**src/rtl/core/rss_pkg.sv**
```systemverilog
// package for range_scan_segmenter
// holds item, job and configuration types and shared constants
// no dependencies
package rss_pkg;

  localparam int READINGS = 64;
  localparam int IDX_W = 6;
  localparam int SLOTS = 64;
  localparam int ROOT_STEPS = 32;

  typedef enum logic [1:0] {
    CFG_JUMP  = 2'd0,
    CFG_FAR   = 2'd1,
    CFG_ANGLE = 2'd2,
    CFG_LIST  = 2'd3
  } cfg_idx_t;

  typedef struct packed {
    logic [IDX_W-1:0] reading_index;
    logic             taken;
    logic [15:0]      distance;
    logic signed [31:0] loc_x;
    logic signed [31:0] loc_y;
    logic signed [31:0] loc_z;
  } in_item_t;

  typedef struct packed {
    logic [5:0]         slot;
    logic [IDX_W-1:0]   left_index;
    logic [IDX_W-1:0]   right_index;
    logic [15:0]        nearest;
    logic signed [31:0] centre_x;
    logic signed [31:0] centre_y;
    logic signed [31:0] centre_z;
    logic [31:0]        radius;
    logic [31:0]        seg_width;
    logic               near_flag;
    logic               overflow;
  } out_item_t;

  typedef struct packed {
    logic [15:0] jump_limit;
    logic [15:0] far_limit;
    logic [15:0] angle_step;
    logic [6:0]  list_limit;
  } cfg_t;

  typedef struct packed {
    logic [5:0]         slot;
    logic [IDX_W-1:0]   left_index;
    logic [IDX_W-1:0]   right_index;
    logic [IDX_W-1:0]   span;
    logic [15:0]        nearest;
    logic signed [31:0] centre_x;
    logic signed [31:0] centre_y;
    logic signed [31:0] centre_z;
    logic [31:0]        dx;
    logic [31:0]        dy;
    logic [31:0]        dz;
    logic               near_flag;
    logic               overflow;
  } job_t;

endpackage

```
**src/rtl/core/rss_back.sv**
```systemverilog
// back end: squares, iterative root and width product per segment
// depends on rss_pkg
module rss_back import rss_pkg::*; (
  input  logic        clk,
  input  logic        rst_n,
  input  logic        q_valid,
  output logic        pop,
  input  job_t        q_job,
  input  logic [15:0] angle_step,
  output logic        out_valid,
  input  logic        out_ready,
  output out_item_t   out_data
);

  typedef enum logic [3:0] {
    S_IDLE = 4'b0001,
    S_SQ   = 4'b0010,
    S_ROOT = 4'b0100,
    S_DONE = 4'b1000
  } state_t;

  state_t      state_r;
  job_t        job_r;
  logic [1:0]  cnt_r;
  logic [4:0]  it_r;
  logic [65:0] acc_r;
  logic [65:0] acc_nxt;
  logic [21:0] pw_r;
  logic [37:0] w_r;
  logic [63:0] rad_r;
  logic [33:0] rem_r;
  logic [31:0] root_r;
  logic [31:0] dsel;
  logic [63:0] sq;
  logic [33:0] rem_sh;
  logic [33:0] trial;
  logic        out_valid_r;
  out_item_t   out_r;
  logic        load;

  assign pop       = (state_r == S_IDLE) && q_valid;
  assign out_valid = out_valid_r;
  assign out_data  = out_r;
  assign load      = (state_r == S_DONE) && (!out_valid_r || out_ready);

  always_comb begin
    case (cnt_r)
      2'd0:    dsel = job_r.dx;
      2'd1:    dsel = job_r.dy;
      default: dsel = job_r.dz;
    endcase
  end

  assign sq      = 64'(dsel) * 64'(dsel);
  assign acc_nxt = acc_r + 66'(sq);
  assign rem_sh  = {rem_r[31:0], rad_r[63:62]};
  assign trial   = {root_r, 2'b01};

  always_ff @(posedge clk) begin
    if (!rst_n) begin
      state_r     <= S_IDLE;
      out_valid_r <= 1'b0;
    end else begin
      if (load) out_valid_r <= 1'b1;
      else if (out_ready) out_valid_r <= 1'b0;
      unique case (state_r)
        S_IDLE: if (q_valid) state_r <= S_SQ;
        S_SQ:   if (cnt_r == 2'd2) state_r <= S_ROOT;
        S_ROOT: if (it_r == 5'(ROOT_STEPS - 1)) state_r <= S_DONE;
        S_DONE: if (load) state_r <= S_IDLE;
        default: state_r <= S_IDLE;
      endcase
    end
  end

  always_ff @(posedge clk) begin
    case (state_r)
      S_IDLE: begin
        job_r <= q_job;
        cnt_r <= '0;
        acc_r <= '0;
      end
      S_SQ: begin
        acc_r <= acc_nxt;
        cnt_r <= cnt_r + 2'd1;
        if (cnt_r == 2'd0) pw_r <= 22'(job_r.span) * 22'(angle_step);
        if (cnt_r == 2'd1) w_r  <= 38'(pw_r) * 38'(job_r.nearest);
        if (cnt_r == 2'd2) begin
          rad_r  <= acc_nxt[65:2];
          rem_r  <= '0;
          root_r <= '0;
          it_r   <= '0;
        end
      end
      S_ROOT: begin
        rad_r <= {rad_r[61:0], 2'b00};
        it_r  <= it_r + 5'd1;
        if (rem_sh >= trial) begin
          rem_r  <= rem_sh - trial;
          root_r <= {root_r[30:0], 1'b1};
        end else begin
          rem_r  <= rem_sh;
          root_r <= {root_r[30:0], 1'b0};
        end
      end
      default: begin
        if (load) begin
          out_r.slot        <= job_r.slot;
          out_r.left_index  <= job_r.left_index;
          out_r.right_index <= job_r.right_index;
          out_r.nearest     <= job_r.nearest;
          out_r.centre_x    <= job_r.centre_x;
          out_r.centre_y    <= job_r.centre_y;
          out_r.centre_z    <= job_r.centre_z;
          out_r.radius      <= root_r;
          out_r.seg_width   <= (|w_r[37:32]) ? '1 : w_r[31:0];
          out_r.near_flag   <= job_r.near_flag;
          out_r.overflow    <= job_r.overflow;
        end
      end
    endcase
  end

endmodule

```
**config.mk**
```make
export PLATFORM = sky130hd
export DESIGN_NAME = rss_back
export DESIGN_NICKNAME = d
export VERILOG_FILES = /design/src/rtl/core/rss_pkg.sv /design/src/rtl/core/rss_back.sv
export SDC_FILE = /design/constraint.sdc
export NUM_CORES = 2
export LEC_CHECK = 0
export BUFFER_PORTS_ARGS = -buffer_cell sky130_fd_sc_hd__buf_2
export CAP_MARGIN = 20
export CORE_MARGIN = 2
export CORE_UTILIZATION = 55
export CTS_CLUSTER_SIZE = 8
export DETAILED_ROUTE_END_ITERATION = 7
export GPL_TIMING_DRIVEN = 0
export HOLD_SLACK_MARGIN = 0.15
export MAX_ROUTING_LAYER = met4
export PLACE_DENSITY = 0.83
export SETUP_SLACK_MARGIN = 0.1
export SLEW_MARGIN = 20
export SYNTH_ARGS = -nofsm -noshare
export SYNTH_HDL_FRONTEND = slang
export SYNTH_SLANG_ARGS = --single-unit
```
**constraint.sdc**
```tcl
create_clock -name clk -period 26.6 [get_ports clk]
set_input_delay 2.66 -clock clk [delete_from_list [all_inputs] [get_ports clk]]
set_output_delay 2.66 -clock clk [all_outputs]
set_load 0.01 [all_outputs]
```
==> results.cfg <==
[run_status]
status = complete, no violations

[floorplan]
die_w_um = 358
die_h_um = 358
ios = 452
start_util_pct = 55.6
fp.dieArea_sq_um = 128000
core_region_area_sq_um = 124000
rows = 129

[yosys]
syn_inst = 6408
netlist_area_sq_um = 69000
avgSynthCellArea_sq_um = 10.8
yosys.area_share.adder_pct = 42.9
synth-seq-cells = 696
yosys_warnings = 0
synth_nets = 8305
yosys.area_share.simple_pct = 9.58
post-synth-top-area-fraction_pct = 35.0
synth_area_leaders = fa_1 35%, edfxtp_1 30%, inv_1 8.6%
yosysTopAreaCell = fa_1
synth_edf_count = 691
synth_compound_area_share_pct = 5.27
synth-main-ff-cell = edfxtp_1
async_flop_share_pct = 0
synth_commonest_cells = 1580 x inv_1, 1207 x fa_1, 742 x nand2_1
synth.distinct_cells = 71
synth_xor_area_share_pct = 1.90
synthMuxAreaShare_pct = 0.279
yosysMostFrequentCell = inv_1
synth_top_family_by_area = adder cells
synth_seq_area_share_pct = 30.2

[route]
ant_nets = 0
dr_total_vias = 49200
wire_per_inst_um = 23.7
via_per_inst = 5.67
drt_drc_violations_left = 0
drt-pass1-iter-count = 6
wl_um = 206000
drt_iter0_drc = 5321

[sta]
rsz0062_at_grt = no
hold_violations = 0
clock_skew_ns = 0.0487
post-route-period-util_pct = 52.5
setup_viol = 0
setup_tns_ns = 0
period_needed_ns = 13.97
fmax_mhz = 71.6
worst_pin_slew_ns = 1.40
maxSlewViolCount = 0
slew_headroom_pct = 6.81

[clock_network]
cts_hold_buf = 0
cts_sinks = 696
post_cts_buffers = 0
cts_made_buffers = 100
clkTransAtPathRegs_ns = 0.05
post_cts_resized = 0
clk_path_buf_depth = 3
htreeDepth = 3
cts_tree = built
clk_latency_ns = 0.73
cts_root_buf = clkbuf_16

[cells_and_area]
instances_no_fill = 8672
area_delta_synth_final_pct = 11.3
utilization_pct = 61.9
final_nets = 8881
layout-drive-gt1-share_pct = 9.73

[setup_path]
cp.required_ns = 27.02
start_kind = register
crit_type = reg2reg
slowest_stage = clkinv_1
r2r_setup_slack_ns = 12.63
end_kind = register
worstPathArrival_ns = 14.39
worst_path_most_repeated_cell = fa_1
crit_fanout = 10
crit_path_max_incr_delay_ns = 1.04

[hold_path]
hp-class = reg2reg

[grt]
grt_max_degree = 100
track_usage_pct = 33.9
antenna_found_initial = 26
grt-ovfl-total = 0
grt_pass1_vias = 52100
grt_pass1_wl_um = 310000

[run]
maxCapViolations = 0

[place]
dp_cells = 8519
dp_hpwl_um = 163000
port_buffers = 451
gp_congestion = 1.03
routing by layer:
layer | track usage [%] | share of wire (%)
met1 | 42.0 | 37
met2 | 51.7 | 46
met3 | 9.88 | 11
met4 | 15.6 | 5.6
met5 | - | 0
area by class of cell:
class,instances,area (sq um)
fillers,9593,47300
multi-input cells,3912,41500
flip-flops and latches,696,20900
inverters,1587,5960
repair buffers,474,2720
clock buffers,112,2550
well taps,1637,2050
plain buffers,213,822
clock inverters,17,292
diodes,24,60.1
cells in the final DEF (no fill, tap or decap), types with 10 or more instances in the layout:
cell type,n
a211oi_1,16
a21o_1,92
a21oi_1,149
a21oi_2,12
a22o_1,30
a31oi_1,14
and2_1,140
and3_1,17
buf_2,453
clkbuf_1,202
clkbuf_16,100
clkbuf_2,14
clkinv_1,11
diode_2,24
edfxtp_1,691
fa_1,1207
ha_1,436
inv_1,1579
mux2i_1,17
nand2_1,740
nand2b_1,15
nand3_1,25
nand4_1,24
nor2_1,440
nor2b_1,21
nor3_1,34
o211ai_1,11
o21a_1,15
o21ai_0,123
o21ai_1,10
o21bai_1,16
o22ai_1,11
or2_2,36
xnor2_1,103
xor2_1,47
worst max-delay path, delay by kind of cell, from the launching register on:
family | cells | cell delay [ns]
XOR/XNOR | 1 | 0.21
flip-flops | 1 | 0.41
AO/OA/AOI/OAI | 7 | 3.58
AND/OR/NAND/NOR | 4 | 1.82
adder cells (fa/ha/maj) | 10 | 4.58
buffers and inverters | 8 | 3.07
sequential cells by signal (all words and copies together) (netlist names):
name and flops:
acc_r 66, cnt_r 2, it_r 5, job_r 234, out_data 196, out_valid 1, pw_r 22, rad_r 64
rem_r 32, root_r 32, state_r 4, w_r 38
path summary, 6_finish.rpt:
| check | cells after the start | startpoint | end |
|---|---|---|---|
| max | 30 | cnt_r[0]$_SDFFCE_PP0P_ | rad_r[40]$_DFFE_PP_ |
| min | 0 | job_r[138]$_DFFE_PP_ | out_data[106]$_DFFE_PP_ |
| max reg2reg | 30 | cnt_r[0]$_SDFFCE_PP0P_ | rad_r[40]$_DFFE_PP_ |
| min reg2reg | 0 | job_r[138]$_DFFE_PP_ | out_data[106]$_DFFE_PP_ |
stage by stage:
| step | hold slack (ns) | cell area, sq um | setup slack (ns) |
|---|---|---|---|
| 2_1_floorplan | 0.400 | 69000 | 14.45 |
| 3_3_place_gp | 0.400 | 73300 | 9.86 |
| 3_5_place_dp | 0.405 | 73900 | 13.42 |
| 4_1_cts | 0.394 | 76700 | 13.36 |
| 5_1_grt | 0.396 | 76800 | 12.63 |
| 6_report | 0.395 | 76800 | 12.63 |
cells by family (layout without fill, tap and decap cells):
logic type | after synthesis | in the layout
AND/OR/NAND/NOR | 1532 | 1532
adder cells (fa/ha/maj) | 1643 | 1643
flip-flops | 696 | 696
XOR/XNOR | 150 | 150
buffers and inverters | 1800 | 2403
multiplexers | 19 | 19
other | 0 | 24
AO/OA/AOI/OAI | 568 | 568
Power is not shown: default switching activity piles up to over one toggle a cycle in this logic, so the estimate is an artifact.
