`src/rtl/core/rss_pkg.sv`:
```
// package for range_scan_segmenter
// holds item, job and configuration types and shared constants
// no dependencies
package rss_pkg;

  localparam int READINGS = 64;
  localparam int IDX_W = 6;
  localparam int SLOTS = 64;
  localparam int ROOT_STEPS = 32;

  typedef enum logic [1:0] {
    CFG_JUMP  = 2'd0,
    CFG_FAR   = 2'd1,
    CFG_ANGLE = 2'd2,
    CFG_LIST  = 2'd3
  } cfg_idx_t;

  typedef struct packed {
    logic [IDX_W-1:0] reading_index;
    logic             taken;
    logic [15:0]      distance;
    logic signed [31:0] loc_x;
    logic signed [31:0] loc_y;
    logic signed [31:0] loc_z;
  } in_item_t;

  typedef struct packed {
    logic [5:0]         slot;
    logic [IDX_W-1:0]   left_index;
    logic [IDX_W-1:0]   right_index;
    logic [15:0]        nearest;
    logic signed [31:0] centre_x;
    logic signed [31:0] centre_y;
    logic signed [31:0] centre_z;
    logic [31:0]        radius;
    logic [31:0]        seg_width;
    logic               near_flag;
    logic               overflow;
  } out_item_t;

  typedef struct packed {
    logic [15:0] jump_limit;
    logic [15:0] far_limit;
    logic [15:0] angle_step;
    logic [6:0]  list_limit;
  } cfg_t;

  typedef struct packed {
    logic [5:0]         slot;
    logic [IDX_W-1:0]   left_index;
    logic [IDX_W-1:0]   right_index;
    logic [IDX_W-1:0]   span;
    logic [15:0]        nearest;
    logic signed [31:0] centre_x;
    logic signed [31:0] centre_y;
    logic signed [31:0] centre_z;
    logic [31:0]        dx;
    logic [31:0]        dy;
    logic [31:0]        dz;
    logic               near_flag;
    logic               overflow;
  } job_t;

endpackage

```
`src/rtl/core/rss_queue.sv`:
```
// two-entry job queue between front and back end
// depends on rss_pkg
module rss_queue import rss_pkg::*; (
  input  logic clk,
  input  logic rst_n,
  input  logic push,
  input  job_t push_job,
  output logic full,
  input  logic pop,
  output logic not_empty,
  output job_t pop_job
);

  job_t       mem_r [2];
  logic       wp_r;
  logic       rp_r;
  logic [1:0] cnt_r;

  assign full      = cnt_r == 2'd2;
  assign not_empty = cnt_r != 2'd0;
  assign pop_job   = mem_r[rp_r];

  always_ff @(posedge clk) begin
    if (push) mem_r[wp_r] <= push_job;
  end

  always_ff @(posedge clk) begin
    if (!rst_n) begin
      wp_r  <= 1'b0;
      rp_r  <= 1'b0;
      cnt_r <= '0;
    end else begin
      if (push) wp_r <= !wp_r;
      if (pop)  rp_r <= !rp_r;
      cnt_r <= cnt_r + 2'(push) - 2'(pop);
    end
  end

endmodule

```
`config.mk`:
```
export PLATFORM = sky130hd
export DESIGN_NAME = rss_queue
export DESIGN_NICKNAME = d
export VERILOG_FILES = /design/src/rtl/core/rss_pkg.sv /design/src/rtl/core/rss_queue.sv
export SDC_FILE = /design/constraint.sdc
export NUM_CORES = 1
export LEC_CHECK = 0
export ABC_AREA = 1
export BUFFER_PORTS_ARGS = -buffer_cell sky130_fd_sc_hd__buf_2
export CAP_MARGIN = 20
export CORE_MARGIN = 2
export CORE_UTILIZATION = 29
export DETAILED_ROUTE_END_ITERATION = 12
export HOLD_SLACK_MARGIN = 0.03
export MAX_ROUTING_LAYER = met4
export SYNTH_ARGS = -nofsm -noshare
export SYNTH_HDL_FRONTEND = slang
export SYNTH_SLANG_ARGS = --single-unit
```
`constraint.sdc`:
```
create_clock -name clk -period 24 [get_ports clk]
set_input_delay 4.8 -clock clk [delete_from_list [all_inputs] [get_ports clk]]
set_output_delay 4.8 -clock clk [all_outputs]
set_load 0.03 [all_outputs]
```
==> results.json, run 1 <==
{
  "post_cts_resized": 0,
  "p_leak_nw": 8.70,
  "grt_use_total": 0.118,
  "placed_area_mm2": 0.0210,
  "rows": 90,
  "h-tree-depth": 2,
  "cts_hold_buf": 0,
  "grt_overflow": 0,
  "final_common_cell": "buf_2",
  "via_per_inst": 4.19,
  "fin_crit_sh": 0.324,
  "ant_nets": 0,
  "hold_path_class": "flip-flop to flip-flop",
  "max-slew-margin-rel": 0.292,
  "path_class": "flip-flop to output pin",
  "synth-simple-area-share": 0.00387,
  "setup_viol_count_final": 0,
  "endpoint_kind": "output pin",
  "synth.distinct_cells": 12,
  "required_ns": 19.20,
  "drtPass1Iterations": 6,
  "cts_buffer_depth": 3,
  "tightest_slew_ns": 1.06,
  "post_drt_wl_per_cell_um": 18.0,
  "cts-root-buf": "clkbuf_16",
  "synth_fa_ha_area_frac": 0.00141,
  "io_pins": 474,
  "cts.sinks": 473,
  "postSynthAreaPerCell_um2": 23.3,
  "die-width_um": 251,
  "yosys_register_bits": 473,
  "fin_skew_ns": 0.0102,
  "area_growth_pct": 27.0,
  "cap_violations": 0,
  "final_max_slew_viol_count": 0,
  "syn_inst": 761,
  "die_h_um": 251,
  "muxShareOfSynthArea": 0.182,
  "cts_inserted_buffers": 50,
  "post-route-min-period_ns": 7.78,
  "p_per_area_mw_per_mm2": 85.9,
  "hold_viol_final": 0,
  "core_mm2": 0.0605,
  "tritoncts": "done",
  "yosysSeqAreaShare": 0.797,
  "grt_pass1_wl_um": 54700,
  "timing.fmax_mhz": 128,
  "die_area_mm2": 0.0632,
  "layout_common_cells": "buf_2, edfxtp_1, mux2_4, mux2_2, clkbuf_16",
  "post_cts_buffers": 0,
  "synth_compound_area_frac": 0.000282,
  "worstPathArrival_ns": 2.98,
  "seqCellArea_mm2": 0.0142,
  "synth_xor_area_frac": 0,
  "rsz0062_at_grt": "false",
  "clk_latency_ns": 0.57,
  "critPathMaxFanout": 66,
  "path_clk_slew_ns": 0.06,
  "multi_input_area_mm2": 0.00334,
  "dp_hpwl_um": 25800,
  "drcViolationCount": 0,
  "grt_pass1_vias": 9233,
  "wl_um": 37800,
  "synth_top_family_by_area": "multiplexers",
  "critPathLaunchType": "flip-flop",
  "fin_nets": 1511,
  "final_area_mm2": 0.0226,
  "synth_area_mm2": 0.0178,
  "gp_congestion": 0.754,
  "drtIter0Drc": 353,
  "grt_max_degree": 111,
  "initial_core_util": 0.294,
  "vias": 8797,
  "antenna_found_initial": 9,
  "vdd_ir_drop_max_mv": 0.0615,
  "io_buffers": 473,
  "drive_gt1_frac": 0.601,
  "status": "complete, no violations",
  "final.fill_count": 5628,
  "yosysWarnings": 0,
  "syn-num-nets": 1001,
  "setup_tns_ns": 0
}
## through the flow
| stage | util | power [mW] | instances | setup slack [ns] | hold slack, ns |
|---|---|---|---|---|---|
| 3_5_place_dp | 0.347 | 1.23 | 2000 | 16.03 | 0.490 |
| 5_1_grt | 0.373 | 2.01 | 2098 | 16.02 | 0.544 |
| 4_1_cts | 0.372 | 1.97 | 2089 | 16.07 | 0.505 |
| 6_report | 0.373 | 1.94 | 2099 | 16.22 | 0.500 |
| 3_3_place_gp | 0.347 | 1.23 | 2000 | 16.09 | 0.477 |
| 2_1_floorplan | - | 1.16 | 761 | 8.54 | 0.463 |
## power breakdown
group,internal [mW],switching (mW),leakage (nW),total (mW)
Combinational,0.0899,0.149,3.51,0.239
Sequential,0.958,0.0119,4.43,0.970
Clock,0.432,0.297,0.760,0.729
## per-layer routing
layer / wire, um / vias to the layer above / track usage
met5: 0 / - / -
met1: 14800 / 4388 / 0.133
met2: 19500 / 294 / 0.198
li1: - / 4056 / -
met3: 2470 / 59 / 0.0346
met4: 982 / 0 / 0.0442
## final cells by class
cell class | count | area share
antenna | 9 | 0.000998
clock buffer | 66 | 0.0609
clock inverter | 23 | 0.00810
inverter | 7 | 0.00150
multi-input combinational | 255 | 0.148
sequential | 473 | 0.627
tap | 782 | 0.0434
timing repair buffer | 484 | 0.109
## synthesized netlist by cell type
cell	number	share of area
nand2_1	9	0.0019
a21oi_1	1	0.00028
buf_6	19	0.012
nand3_1	1	0.00028
edfxtp_1	468	0.79
inv_1	7	0.0015
dfxtp_1	5	0.0056
ha_1	2	0.0014
mux2_2	74	0.047
mux2_4	160	0.14
buf_2	7	0.0020
nor2_1	8	0.0017
## final timing paths
path	end	depth (start not counted)	slack [ns]	start
min	flip-flop	2	0.50	rp_r$_SDFFE_PN0P_
max reg2reg	mem_r[1][185]$_DFFE_PP_	4	20.62	wp_r$_SDFFE_PN0P_
min reg2reg	flip-flop	2	0.50	rp_r$_SDFFE_PN0P_
max	pop_job[42]	3	16.22	flip-flop
## flip-flops by register name, indices dropped and copies added (netlist names), named ones only
| signal | count |
|---|---|
| cnt_r | 2 |
| mem_r | 468 |
| wp_r | 1 |
| rp_r | 1 |
## critical path, stage by stage, from the launching register on
cell	delay [ns]
dfxtp_4	0.79
buf_4	0.86
mux2_2	0.43
buf_2	0.18
## logic make-up after synthesis
group                      after synthesis
DFF                                    473
muxes                                  234
buffers and inverters                   33
and+or+nand+nor                         18
adders and majority gates                2
AOI/OAI and AO/OA                        1
Power figures use the tool's default switching activity.
==> run 2: changes to the inputs <==
==> constraint.sdc (replaced) <==
create_clock -name clk -period 6.6 [get_ports clk]
set_input_delay 1.32 -clock clk [delete_from_list [all_inputs] [get_ports clk]]
set_output_delay 1.32 -clock clk [all_outputs]
set_load 0.03 [all_outputs]
==> run 2 against run 1 <==
  * Sequential power grew to 3.6 times the previous value
  * Hold slack worse by 0.0081 ns
  * Routed wire length is 2.1% higher
  * Via count is 0.82% higher
  * Combinational power grew to 3.7 times the previous value
  * Non-clock buffer count is 5 lower
  * Critical path depth stayed put
  * Critical endpoint is now pop_job[160]
  * Largest power group unchanged
==> results.json, run 2 (synthesized netlist as in run 1, its figures left out) <==
{
  "status": "complete, no violations",
  "cts.sinks": 473,
  "reg2reg_depth": 3,
  "critPathLaunchType": "flip-flop",
  "worstPathArrival_ns": 2.69,
  "dp_hpwl_um": 26000,
  "timing.fmax_mhz": 249,
  "io_buffers": 473,
  "grt_pass1_wl_um": 55500,
  "timing.rr.start": "wp_r$_SDFFE_PN0P_",
  "cpPeakStageDelay_ns": 0.77,
  "pwr-share-clk": 0.385,
  "die_area_mm2": 0.0632,
  "power.total_mw": 7.16,
  "cp_slowest_cell": "dfxtp_4",
  "h-tree-depth": 2,
  "reg_top3": "mem_r: 468 flops, cnt_r: 2 flops",
  "critPathTopFamily": "flip-flops",
  "area_growth_pct": 27.4,
  "seqPwrFrac": 0.493,
  "fin_crit_sh": 0.607,
  "cts_inserted_buffers": 50,
  "wl_um": 38600,
  "tightest_slew_ns": 0.893,
  "gp_congestion": 0.755,
  "power_frac_comb": 0.122,
  "grt_use_total": 0.119,
  "post_cts_resized": 0,
  "top_register": "mem_r",
  "path_class": "flip-flop to output pin",
  "post_cts_buffers": 0,
  "p_leak_nw": 8.71,
  "final_max_slew_viol_count": 0,
  "cp_cell_sequence": "buf_12, mux2_4, buf_2",
  "setup_viol_count_final": 0,
  "drive_gt1_frac": 0.601,
  "post_drt_wl_per_cell_um": 18.4,
  "internal_power_mw": 5.46,
  "post-route-min-period_ns": 4.01,
  "die-width_um": 251,
  "io_pins": 474,
  "initial_core_util": 0.294,
  "endpoint_kind": "output pin",
  "largest_reg_flops": 468,
  "drcViolationCount": 0,
  "cap_violations": 0,
  "fin_nets": 1506,
  "min_delay_path_depth": 2,
  "rsz0062_at_grt": "false",
  "clk_latency_ns": 0.57,
  "p_switching_mw": 1.70,
  "fin_skew_ns": 0.0102,
  "fin_ws_ns": 2.59,
  "path_buf_inv": 2,
  "max-slew-margin-rel": 0.405,
  "worst_hold_startpoint": "rp_r$_SDFFE_PN0P_",
  "layout_common_cells": "buf_2, edfxtp_1, mux2_4, mux2_2, clkbuf_16",
  "vdd_ir_drop_max_mv": 0.211,
  "critPathMaxFanout": 103,
  "vias": 8869,
  "grt_max_degree": 127,
  "pre_cts_ws_ns": 3.13,
  "hold_viol_final": 0,
  "cts_buffer_depth": 3,
  "reg2reg_slack_ns": 4.24,
  "p_per_area_mw_per_mm2": 317,
  "setup_tns_ns": 0,
  "ant_nets": 0,
  "final_common_cell": "buf_2",
  "path_clk_slew_ns": 0.06,
  "finalNonFillerCells": 2095,
  "die_h_um": 251,
  "final_core_util": 0.374,
  "cts_hold_buf": 0,
  "r2r_end": "mem_r[1][222]$_DFFE_PP_",
  "cts-root-buf": "clkbuf_16",
  "antenna_found_initial": 10,
  "rows": 90,
  "tritoncts": "done",
  "core_mm2": 0.0605,
  "drtIter0Drc": 437,
  "grt_overflow": 0,
  "p_sw_frac": 0.237,
  "placed_cells": 1996,
  "required_ns": 5.28,
  "hold_path_class": "flip-flop to flip-flop",
  "via_per_inst": 4.23,
  "grt_pass1_vias": 9128,
  "drtPass1Iterations": 4
}
run 2: changes by cell type in the layout (fill, tap and decap cells not counted):
cell / change
buf_12: +5
buf_16: -1
buf_4: -9
bufinv_16: +2
clkbuf_1: -1
clkinv_1: -1
clkinv_2: -2
clkinv_4: +1
clkinvlp_4: +1
diode_2: +1
run 2: worst max path at each step:
stage | slack [ns] | startpoint | cells after the start | end
final | 2.59 | flip-flop | 3 | pop_job[160]
after detailed placement | 3.13 | push | 4 | mem_r[1][189]$_DFFE_PP_
after global routing | 2.45 | flip-flop | 3 | pop_job[2]
after CTS | 2.53 | flip-flop | 3 | pop_job[233]
after global placement | 3.17 | push | 4 | mem_r[1][191]$_DFFE_PP_
after floorplan | 0.1 | push | 2 | mem_r[1][0]$_DFFE_PP_
run 2: power by group through the flow:
stage | registers [mW] | clock network [mW] | logic, mW
after floorplan | 3.59 | 0 | 0.613
final | 3.53 | 2.76 | 0.873
after global routing | 3.54 | 2.96 | 0.922
after CTS | 3.53 | 2.85 | 0.888
after detailed placement | 3.59 | 0 | 0.886
after global placement | 3.59 | 0 | 0.876
run 2: worst reg2reg max path, cell delays in order, from the launching register on:
cell,delay [ns]
dfxtp_1,0.40
nand2_1,0.18
inv_8,0.50
buf_4,0.86
run 2: layout make-up:
cell class,count,area (um^2)
Multi-Input combinational cell,255,3340
Sequential cell,473,14200
Antenna cell,10,25.0
Clock buffer,65,1370
Fill cell,5584,37800
Inverter,7,33.8
Timing Repair Buffer,479,2470
Clock inverter,24,245
Tap cell,782,978
run 2: per-layer routing:
layer / GRT usage / vias up / share of wire
met3: 0.0451 / 74 / 0.082
li1: - / 4062 / -
met5: - / - / 0
met2: 0.196 / 299 / 0.50
met4: 0.0423 / 0 / 0.031
met1: 0.132 / 4434 / 0.39
run 2: per-stage QoR:
step | cell area (um^2) | hold slack (ns)
finish | 22600 | 0.492
global route | 22600 | 0.522
CTS | 22600 | 0.494
detailed placement | 21000 | 0.483
global placement | 21000 | 0.484
floorplan | 17800 | 0.463
