`config.mk`:
```
export PLATFORM = sky130hd
export DESIGN_NAME = rss_front
export DESIGN_NICKNAME = d
export VERILOG_FILES = /design/src/rtl/core/rss_pkg.sv /design/src/rtl/core/rss_front.sv
export SDC_FILE = /design/constraint.sdc
export NUM_CORES = 1
export LEC_CHECK = 0
export BUFFER_PORTS_ARGS = -buffer_cell sky130_fd_sc_hd__buf_4
export CORE_ASPECT_RATIO = 2
export CORE_MARGIN = 1.5
export CORE_UTILIZATION = 53
export CTS_CLUSTER_DIAMETER = 200
export DETAILED_ROUTE_END_ITERATION = 10
export GPL_ROUTABILITY_DRIVEN = 1
export GPL_TIMING_DRIVEN = 0
export PLACE_DENSITY = 0.79
export RECOVER_POWER = 50
export SETUP_SLACK_MARGIN = 0.15
export SYNTH_ARGS = -nofsm -noshare
export SYNTH_HDL_FRONTEND = slang
export SYNTH_SLANG_ARGS = --single-unit
```
`constraint.sdc`:
```
create_clock -name clk -period 8.6 [get_ports clk]
set_input_delay 1.29 -clock clk [delete_from_list [all_inputs] [get_ports clk]]
set_output_delay 1.29 -clock clk [all_outputs]
set_load 0.01 [all_outputs]
```
`src/rtl/core/rss_pkg.sv`:
```
// package for range_scan_segmenter
// holds item, job and configuration types and shared constants
// no dependencies
package rss_pkg;

  localparam int READINGS = 64;
  localparam int IDX_W = 6;
  localparam int SLOTS = 64;
  localparam int ROOT_STEPS = 32;

  typedef enum logic [1:0] {
    CFG_JUMP  = 2'd0,
    CFG_FAR   = 2'd1,
    CFG_ANGLE = 2'd2,
    CFG_LIST  = 2'd3
  } cfg_idx_t;

  typedef struct packed {
    logic [IDX_W-1:0] reading_index;
    logic             taken;
    logic [15:0]      distance;
    logic signed [31:0] loc_x;
    logic signed [31:0] loc_y;
    logic signed [31:0] loc_z;
  } in_item_t;

  typedef struct packed {
    logic [5:0]         slot;
    logic [IDX_W-1:0]   left_index;
    logic [IDX_W-1:0]   right_index;
    logic [15:0]        nearest;
    logic signed [31:0] centre_x;
    logic signed [31:0] centre_y;
    logic signed [31:0] centre_z;
    logic [31:0]        radius;
    logic [31:0]        seg_width;
    logic               near_flag;
    logic               overflow;
  } out_item_t;

  typedef struct packed {
    logic [15:0] jump_limit;
    logic [15:0] far_limit;
    logic [15:0] angle_step;
    logic [6:0]  list_limit;
  } cfg_t;

  typedef struct packed {
    logic [5:0]         slot;
    logic [IDX_W-1:0]   left_index;
    logic [IDX_W-1:0]   right_index;
    logic [IDX_W-1:0]   span;
    logic [15:0]        nearest;
    logic signed [31:0] centre_x;
    logic signed [31:0] centre_y;
    logic signed [31:0] centre_z;
    logic [31:0]        dx;
    logic [31:0]        dy;
    logic [31:0]        dz;
    logic               near_flag;
    logic               overflow;
  } job_t;

endpackage

```
`src/rtl/core/rss_front.sv`:
```
// front end: accepts readings, tracks segment state, builds jobs
// depends on rss_pkg
module rss_front import rss_pkg::*; (
  input  logic     clk,
  input  logic     rst_n,
  input  logic     in_valid,
  output logic     in_ready,
  input  in_item_t in_data,
  input  cfg_t     cfg,
  input  logic     q_full,
  output logic     push,
  output job_t     job
);

  logic [15:0]        prev_dist_r;
  logic signed [31:0] prev_loc_r [3];
  logic [IDX_W-1:0]   start_idx_r;
  logic signed [31:0] start_loc_r [3];
  logic [15:0]        nearest_r;
  logic [6:0]         count_r;
  logic               full_r;

  logic               acc;
  logic [15:0]        dd;
  logic               close;
  logic [6:0]         limit;
  logic [6:0]         count_nxt;
  logic signed [31:0] loc [3];
  logic signed [32:0] diff [3];
  logic signed [32:0] csum [3];
  logic [32:0]        dabs [3];

  assign in_ready = !q_full;
  assign acc      = in_valid && in_ready;
  assign loc[0]   = in_data.loc_x;
  assign loc[1]   = in_data.loc_y;
  assign loc[2]   = in_data.loc_z;

  always_comb begin
    for (int k = 0; k < 3; k++) begin
      diff[k] = 33'(start_loc_r[k]) - 33'(loc[k]);
      dabs[k] = diff[k][32] ? 33'(-diff[k]) : 33'(diff[k]);
      csum[k] = 33'(start_loc_r[k]) + 33'(prev_loc_r[k]);
    end
  end

  assign dd = (prev_dist_r > in_data.distance) ? prev_dist_r - in_data.distance
                                                : in_data.distance - prev_dist_r;
  assign close = (dd > cfg.jump_limit) ||
                 ((READINGS <= SLOTS) && (in_data.reading_index == IDX_W'(READINGS - 1)));
  assign limit = (cfg.list_limit > 7'(SLOTS)) ? 7'(SLOTS) : cfg.list_limit;
  assign count_nxt = count_r + 7'd1;
  assign push = acc && (in_data.reading_index != '0) && !full_r && in_data.taken && close;

  always_comb begin
    job.slot        = count_r[5:0];
    job.left_index  = start_idx_r;
    job.right_index = in_data.reading_index;
    job.span        = (start_idx_r > in_data.reading_index) ?
                      start_idx_r - in_data.reading_index :
                      in_data.reading_index - start_idx_r;
    job.nearest     = nearest_r;
    job.centre_x    = csum[0][32:1];
    job.centre_y    = csum[1][32:1];
    job.centre_z    = csum[2][32:1];
    job.dx          = dabs[0][31:0];
    job.dy          = dabs[1][31:0];
    job.dz          = dabs[2][31:0];
    job.near_flag   = nearest_r < cfg.far_limit;
    job.overflow    = count_nxt >= limit;
  end

  always_ff @(posedge clk) begin
    if (!rst_n) begin
      prev_dist_r <= '0;
      start_idx_r <= '0;
      nearest_r   <= '0;
      count_r     <= '0;
      full_r      <= 1'b0;
      for (int k = 0; k < 3; k++) begin
        prev_loc_r[k]  <= '0;
        start_loc_r[k] <= '0;
      end
    end else if (acc) begin
      if (in_data.reading_index == '0) begin
        prev_dist_r <= in_data.distance;
        start_idx_r <= '0;
        nearest_r   <= in_data.distance;
        count_r     <= '0;
        full_r      <= 1'b0;
        for (int k = 0; k < 3; k++) begin
          prev_loc_r[k]  <= loc[k];
          start_loc_r[k] <= loc[k];
        end
      end else if (!full_r && in_data.taken) begin
        prev_dist_r <= in_data.distance;
        for (int k = 0; k < 3; k++) prev_loc_r[k] <= loc[k];
        if (close) begin
          start_idx_r <= in_data.reading_index;
          nearest_r   <= in_data.distance;
          count_r     <= count_nxt;
          if (count_nxt >= limit) full_r <= 1'b1;
          for (int k = 0; k < 3; k++) start_loc_r[k] <= loc[k];
        end else if (in_data.distance < nearest_r) begin
          nearest_r <= in_data.distance;
        end
      end
    end
  end

endmodule

```
==> metrics.txt, run 1 <==
Post-Syn Instances=2907; main combinational cell family by area after synthesis=compound AO/OA/AOI/OAI gates; Final Hold Vio Count=0; global route total overflow=0; CP Launch Type=primary input; Worst path most repeated cell=a21o_1; Placed Instance Area=27900 µm²; compound-cell area share of the yosys netlist=21.8%; Clock Power Share=24.9%; H-tree depth=1; Switch Pwr=1.85 mW; area of the multi-input gates=16000 µm²; Crit. End Element=primary output; mux cell area share after synthesis=1.19%; Die Footprint=46900 µm²; IO buf count=397; #FFs+latches synth=238; Hold Path Stages=2; unique cell type count in the Yosys netlist=87; P per Cell Area=168 nW/µm²; Tot Pwr=4.76 mW; clock network latency to the later pin of the worst-skew pair=0.56 ns; Global Route met3 Usage=5.37%; P_int=2.92 mW; GR peak layer=met2; layout cells sized above 1=11.7%; CP max-delay cell=fa_1; CP delay by family, top=compound AO/OA/AOI/OAI gates; RSZ-0062 raised after global routing=false; Max transition margin=-105%; Max Freq=122 MHz; CTS hold repair buffers=0; FP Rows=110; Vert. Die Dim=305 µm; Boundary Pins=414; Synth Area in Simple Gates=18.4%; CTS tree=built; GR Util met1=30.6%; Buffers & Inverters on Critical Path=5; asr flop ratio synth=0%; total number of vias=23516; Pleak=12.9 nW; clock transition at the registers of the reported paths=0.07 ns; register area=6690 µm²; Via density=6.01; clock sinks=238; remaining antenna violation count=0; Hold EP=full_r; sequential share of the synthesized area=27.7%; Area Overhead vs Synth=17.4%; post-synthesis adder-cell area fraction=15.8%; flop2flop setup slack=1.04 ns; min-delay src=full_r; Least-Margin Pin Slew=3.07 ns; Synth Net Count=3383; Max Cap Violations=2; HPWL Detailed=64.4 mm; worst setup margin=0.404 ns; Syn. warnings=0; violated checks=capacitance limit, slew limit; Placed Cells=3866; final setup fails=0; r2r worst-path depth=30; placer congestion estimate=0.953; stages on the worst setup path=29; worst-case clock buffer depth=3; clock skew=0.0285 ns; pins over their slew limit=99; Comb pwr share=46.4%; global-route wire length before repair=123 mm; commonest non-fill, non-tap cell in the layout=ha_1; Critical R2R Capture=start_loc_r[0][59]; WP data arrival=6.91 ns; total track usage=32.8%; WL/cell=20.0 µm; commonest cells after routing, fill and taps aside=ha_1 (288), buf_4 (287), inv_1 (286); Initial Util=53.7%; Core Area=45000 µm²; Total Neg Setup Slack=0 ns; origin of the critical flop-to-flop path=prev_dist_r[0]; Post-Route WL=78.5 mm; Flop pwr share=28.7%; max incr delay on CP=0.41 ns; syn avg cell area=8.31 µm²; grt met2 use=64.1%; Net Sw Frac=38.7%; clk root buf=clkbuf_16; final period utilization=95.3%; initial antenna violation count=6; WP data required=7.31 ns; Syn Std Cell Area=24100 µm²; number of global-route vias before repair=24325; final cell count without fillers=3915; XOR/XNOR Fraction of Synth Area=8.92%; First-pass DRT Iterations=5; initial detailed-routing violation count=1252; CP Class=primary input to primary output; Setup Slack @ Placement=-0.787 ns; most used flip-flop cell after synthesis=edfxtp_1; width of the die=154 µm; Nets=3809; status=finished, violations left; crit-path max FO=10; CTS buffer count=25; # fillers=4032; worst hold path class=flip-flop to flip-flop; EDFF count, synth=192; maximum number of pins on one net before global-route repair=59; VDD IR max=0.198 mV; final instance area=28300 µm²; Final min period=8.20 ns; DRC Markers=0
[metrics by stage]
| step | hold WS, ns | utilization, % |
|---|---|---|
| floorplan | 0.428 | - |
| global placement | 0.449 | 61.8 |
| detailed placement | 0.453 | 62.0 |
| CTS | 0.479 | 64.0 |
| global route | 0.504 | 63.0 |
| finish | 0.475 | 63.0 |
[per-layer routing]
metal	vias up	share of wire, %
li1	11299	-
met1	11099	34
met2	842	54
met3	272	5.5
met4	4	7.0
met5	-	0.020
[worst min-delay path, cell delays in order, from the launching register on]
cell,delay [ns]
dfxtp_1,0.33
a21oi_1,0.04
nor2_1,0.07
[sequential cells by signal, summed over array words and instances (netlist names)]
signal       cells
full_r           1
count_r          7
start_idx_r      6
nearest_r       16
start_loc_r     96
prev_dist_r     16
prev_loc_r      96
[logic make-up (layout without fill, tap and decap cells)]
| kind of cell | count (synthesis) | in the layout |
|---|---|---|
| and+or+nand+nor | 916 | 916 |
| AOI/OAI and AO/OA | 794 | 794 |
| buffers and inverters | 387 | 831 |
| adders and majority gates | 298 | 298 |
| xor gates and xnor gates | 246 | 246 |
| DFF | 238 | 238 |
| muxes | 28 | 28 |
| other | 0 | 4 |
[power by group through the flow]
stage                     Clock [mW]  Combinational, mW  Sequential, mW
after global routing            1.23               2.39            1.37
final                           1.18               2.21            1.37
after detailed placement           0               2.27            1.39
after CTS                       1.19               2.28            1.37
after floorplan                    0               1.36            1.38
after global placement             0               2.22            1.39
[final cells by class]
| type | count | share of cell area [%] |
|---|---|---|
| repair buffers | 399 | 9.08 |
| clock inverters | 16 | 0.768 |
| well taps | 560 | 2.47 |
| multi-input cells | 2282 | 56.4 |
| plain buffers | 101 | 1.57 |
| flip-flops and latches | 238 | 23.6 |
| diodes | 4 | 0.0353 |
| clock buffers | 29 | 2.30 |
| inverters | 286 | 3.79 |
[worst max-delay path by stage]
stage          slack (ns)            endpoint         from
6_report             0.40                push  in_data[96]
5_1_grt              0.16                push  in_data[96]
4_1_cts              0.15                push  in_data[96]
3_5_place_dp        -0.79  start_loc_r[0][57]  in_data[96]
3_3_place_gp        -2.14  start_loc_r[0][31]  in_data[96]
2_1_floorplan        0.65   start_loc_r[0][0]  in_data[96]
[cells in the mapped netlist, drive strengths merged, types with 12 or more instances]
cell type	instances	area, µm²
o211ai	20	150
nand4	32	200
edfxtp	192	5770
xnor2	165	1450
inv	286	1070
or3	15	98.8
buf	25	153
nand3	68	340
o21bai	32	240
xor2	81	709
ha	288	3600
o21a	52	390
clkbuf	76	287
a21boi	32	240
nor2	256	961
o21ai	148	741
nor2b	37	231
mux2i	22	220
nand2b	45	282
a31oi	28	175
nor4	14	87.6
and2	23	144
dfxtp	46	921
o31ai	18	135
and3	23	144
a21oi	203	1020
nor3	156	808
nand2	196	736
or2	12	75.1
a211oi	31	233
a21o	106	796
[repair_timing]
| action | in CTS | in global routing |
|---|---|---|
| endpoints found under the setup margin | 41 | 41 |
| resized for setup | 4 | 6 |
| setup buffers | 0 | 0 |
| gates cloned | 0 | 0 |
| pin swaps | 0 | 0 |
Power figures use the tool's default switching activity.
==> run 2: changes to the inputs <==
--- a/config.mk
+++ b/config.mk
@@ -5,10 +5,11 @@
 export SDC_FILE = /design/constraint.sdc
 export NUM_CORES = 1
 export LEC_CHECK = 0
+export ABC_AREA = 1
 export BUFFER_PORTS_ARGS = -buffer_cell sky130_fd_sc_hd__buf_4
 export CORE_ASPECT_RATIO = 2
 export CORE_MARGIN = 1.5
-export CORE_UTILIZATION = 53
+export CORE_UTILIZATION = 54
 export CTS_CLUSTER_DIAMETER = 200
 export DETAILED_ROUTE_END_ITERATION = 10
 export GPL_ROUTABILITY_DRIVEN = 1
==> run 2 against run 1 <==
  * The run still ends with capacitance limit, slew limit left
  * Cell area rose by 13%
  * First-iteration DRC count rose by 21%
  * Worst hold slack got worse by 0.0028 ns
  * Total power rose by 8.9%
  * Largest power group unchanged
  * Synthesized area rose by 15%
  * Final cell count rose by 38%
  * Core utilization barely moved
  * Sequential share of layout area fell by 2.7 points
  * Die area rose by 13%
==> metrics.txt, run 2 <==
status=finished, violations left (unchanged); violated checks=capacitance limit, slew limit (unchanged); Worst path most repeated cell=nand2_1 (was a21o_1); Post-Route WL=99.5 mm (was 78.5 mm); WL/cell=18.5 µm (was 20.0 µm); Final Hold Vio Count=0 (unchanged); top cell type's share of synthesized area=20.8% (was 23.9%); final setup fails=0 (unchanged); Vert. Die Dim=324 µm (was 305 µm); CP max-delay cell=a211oi_1 (was fa_1); maximum number of pins on one net before global-route repair=51 (was 59); worst hold slack=0.472 ns (was 0.475 ns); unique cell type count in the Yosys netlist=53 (was 87); remaining antenna violation count=0 (unchanged); FP Rows=117 (was 110); Die Footprint=52900 µm² (was 46900 µm²); global route total overflow=0 (unchanged); total number of vias=29514 (was 23516); GR Util met1=33.0% (was 30.6%); syn avg cell area=6.48 µm² (was 8.31 µm²); clock skew=0.0192 ns (was 0.0285 ns); Yosys top cell by area=edfxtp_1 (unchanged); CP Launch Type=primary input (unchanged); Nets=5187 (was 3809); top cells by area, synth=edfxtp_1 (21%), nand2_1 (16%), ha_1 (13%) (was edfxtp_1 (24%), ha_1 (15%), xnor2_1 (6.0%)); Buffers & Inverters on Critical Path=8 (was 5); GR peak layer=met2 (unchanged); RSZ-0062 raised after global routing=false (unchanged); width of the die=163 µm (was 154 µm); VDD IR max=0.167 mV (was 0.198 mV); Least-Margin Pin Slew=2.86 ns (was 3.07 ns); Max transition margin=-90.6% (was -105%); worst setup margin=1.67 ns (was 0.404 ns); Syn Std Cell Area=27800 µm² (was 24100 µm²); P per Cell Area=162 nW/µm² (was 168 nW/µm²); grt met2 use=70.8% (was 64.1%); clock sinks=238 (unchanged); worst hold path class=flip-flop to flip-flop (unchanged); most used flip-flop cell after synthesis=edfxtp_1 (unchanged); CP delay by family, top=simple AND/OR/NAND/NOR gates (was compound AO/OA/AOI/OAI gates); asr flop ratio synth=0% (unchanged); WP data arrival=5.64 ns (was 6.91 ns); Core Area=50800 µm² (was 45000 µm²); final period utilization=80.6% (was 95.3%); HPWL Detailed=83.8 mm (was 64.4 mm); Post-Syn Instances=4285 (was 2907); CTS hold repair buffers=0 (unchanged); DRC Markers=0 (unchanged); Global Route met3 Usage=8.12% (was 5.37%); CTS buffer count=25 (unchanged); WP data required=7.31 ns (about the same); Synth top cells by count=nand2_1 (1186), inv_1 (798), nor2_1 (452) (was ha_1 (288), inv_1 (286), nor2_1 (256)); number of global-route vias before repair=29252 (was 24325); Post-CTS Setup Bufs=0 (unchanged); clock network latency to the later pin of the worst-skew pair=0.59 ns (was 0.56 ns); max incr delay on CP=0.40 ns (was 0.41 ns); IO buf count=397 (unchanged); initial antenna violation count=8 (was 6); crit-path max FO=10 (unchanged); largest registers=prev_loc_r (96), start_loc_r (96) (unchanged); Tot Pwr=5.18 mW (was 4.76 mW); Crit. End Element=primary output (unchanged); Synth Net Count=4761 (was 3383); Final min period=6.93 ns (was 8.20 ns); Pleak=17.0 nW (was 12.9 nW); commonest cells after routing, fill and taps aside=nand2_1 (1185), inv_1 (800), nor2_1 (452) (was ha_1 (288), buf_4 (287), inv_1 (286)); global-route wire length before repair=151 mm (was 123 mm); Via density=5.48 (was 6.01); EDFF count, synth=192 (unchanged); initial detailed-routing violation count=1518 (was 1252); First-pass DRT Iterations=6 (was 5); Area Overhead vs Synth=15.3% (was 17.4%); worst-case clock buffer depth=3 (unchanged); placer congestion estimate=1.02 (was 0.953); CP Class=primary input to primary output (unchanged); clock transition at the registers of the reported paths=0.07 ns (about the same); commonest non-fill, non-tap cell in the layout=nand2_1 (was ha_1); flop2flop setup slack=2.54 ns (was 1.04 ns); sequential share of the synthesized area=24.1% (was 27.7%); #FFs+latches synth=238 (unchanged); Boundary Pins=414 (unchanged); CTS tree=built (unchanged); final cell count without fillers=5388 (was 3915); Syn. warnings=0 (unchanged); clk root buf=clkbuf_16 (unchanged); post-CTS sizing=0 (was 4); Max Freq=144 MHz (was 122 MHz); Max Cap Violations=2 (unchanged); Placed Cells=5338 (was 3866); Initial Util=54.6% (was 53.7%); Setup Slack @ Placement=1.59 ns (was -0.787 ns); layout cells sized above 1=9.05% (was 11.7%); total track usage=37.4% (was 32.8%); top-count cell post-synth=nand2_1 (was ha_1); H-tree depth=1 (unchanged); pins over their slew limit=99 (unchanged)
## run 2: cell count changes in the layout (fill, tap and decap cells not counted), sizes merged, moves of 37 or more
cell	before	now
xor2	81	131
a21o	106	20
nand2b	45	1
nor2b	37	0
a21oi	203	269
clkbuf	231	189
xnor2	165	87
nand2	196	1200
nor2	256	475
inv	289	811
nand3	68	212
o21a	52	9
## run 2: final timing paths
| check | cells after the start | endpoint | startpoint |
|---|---|---|---|
| hold reg to reg | 2 | full_r | full_r |
| hold / removal | 2 | full_r | full_r |
| setup / recovery | 25 | push | in_data[109] |
| setup reg to reg | 26 | start_loc_r[0][81] | prev_dist_r[0] |
## run 2: cell type report
type	count	area (µm²)
clock inverters	16	135
multi-input cells	3170	17700
inverters	806	3030
plain buffers	71	358
fillers	5067	18800
flip-flops and latches	238	6690
repair buffers	399	2600
diodes	4	10.0
clock buffers	30	686
well taps	654	818
## run 2: metrics by stage
| stage | area (µm²) | util (%) | setup TNS [ns] |
|---|---|---|---|
| finish | 32000 | 63.0 | 0 |
| global route | 32000 | 63.0 | 0 |
| CTS | 32400 | 63.9 | 0 |
| detailed placement | 31600 | 62.3 | 0 |
| global placement | 31600 | 62.1 | -10.27 |
| floorplan | 27800 | - | 0 |
## run 2: cell families after synthesis
logic type / after synthesis / share of synthesized area, %
adder cells (fa/ha/maj): 298 / 13.7
multiplexers: 3 / 0.113
flip-flops: 238 / 24.1
AND/OR/NAND/NOR: 2099 / 31.4
buffers and inverters: 877 / 12.2
AO/OA/AOI/OAI: 552 / 11.3
XOR/XNOR: 218 / 7.20
## run 2: report_power, final
group / switching (mW) / internal, mW
logic: 1.69 / 0.980
registers: 0.0595 / 1.33
clock network: 0.520 / 0.608
## run 2: layer usage
layer | routed length, µm | part of all wire [%] | vias to the layer above
met5 | 82 | 0.082 | -
met4 | 9260 | 9.3 | 12
met3 | 6510 | 6.5 | 451
met2 | 51700 | 52 | 1103
met1 | 31900 | 32 | 13360
li1 | - | - | 14588
## run 2: tightest hold or removal path, delay by kind of cell, from the launching register on
| kind | cells | cell delay, ns |
|---|---|---|
| flops | 1 | 0.30 |
| buf+inv | 1 | 0.06 |
| compound gates | 1 | 0.07 |
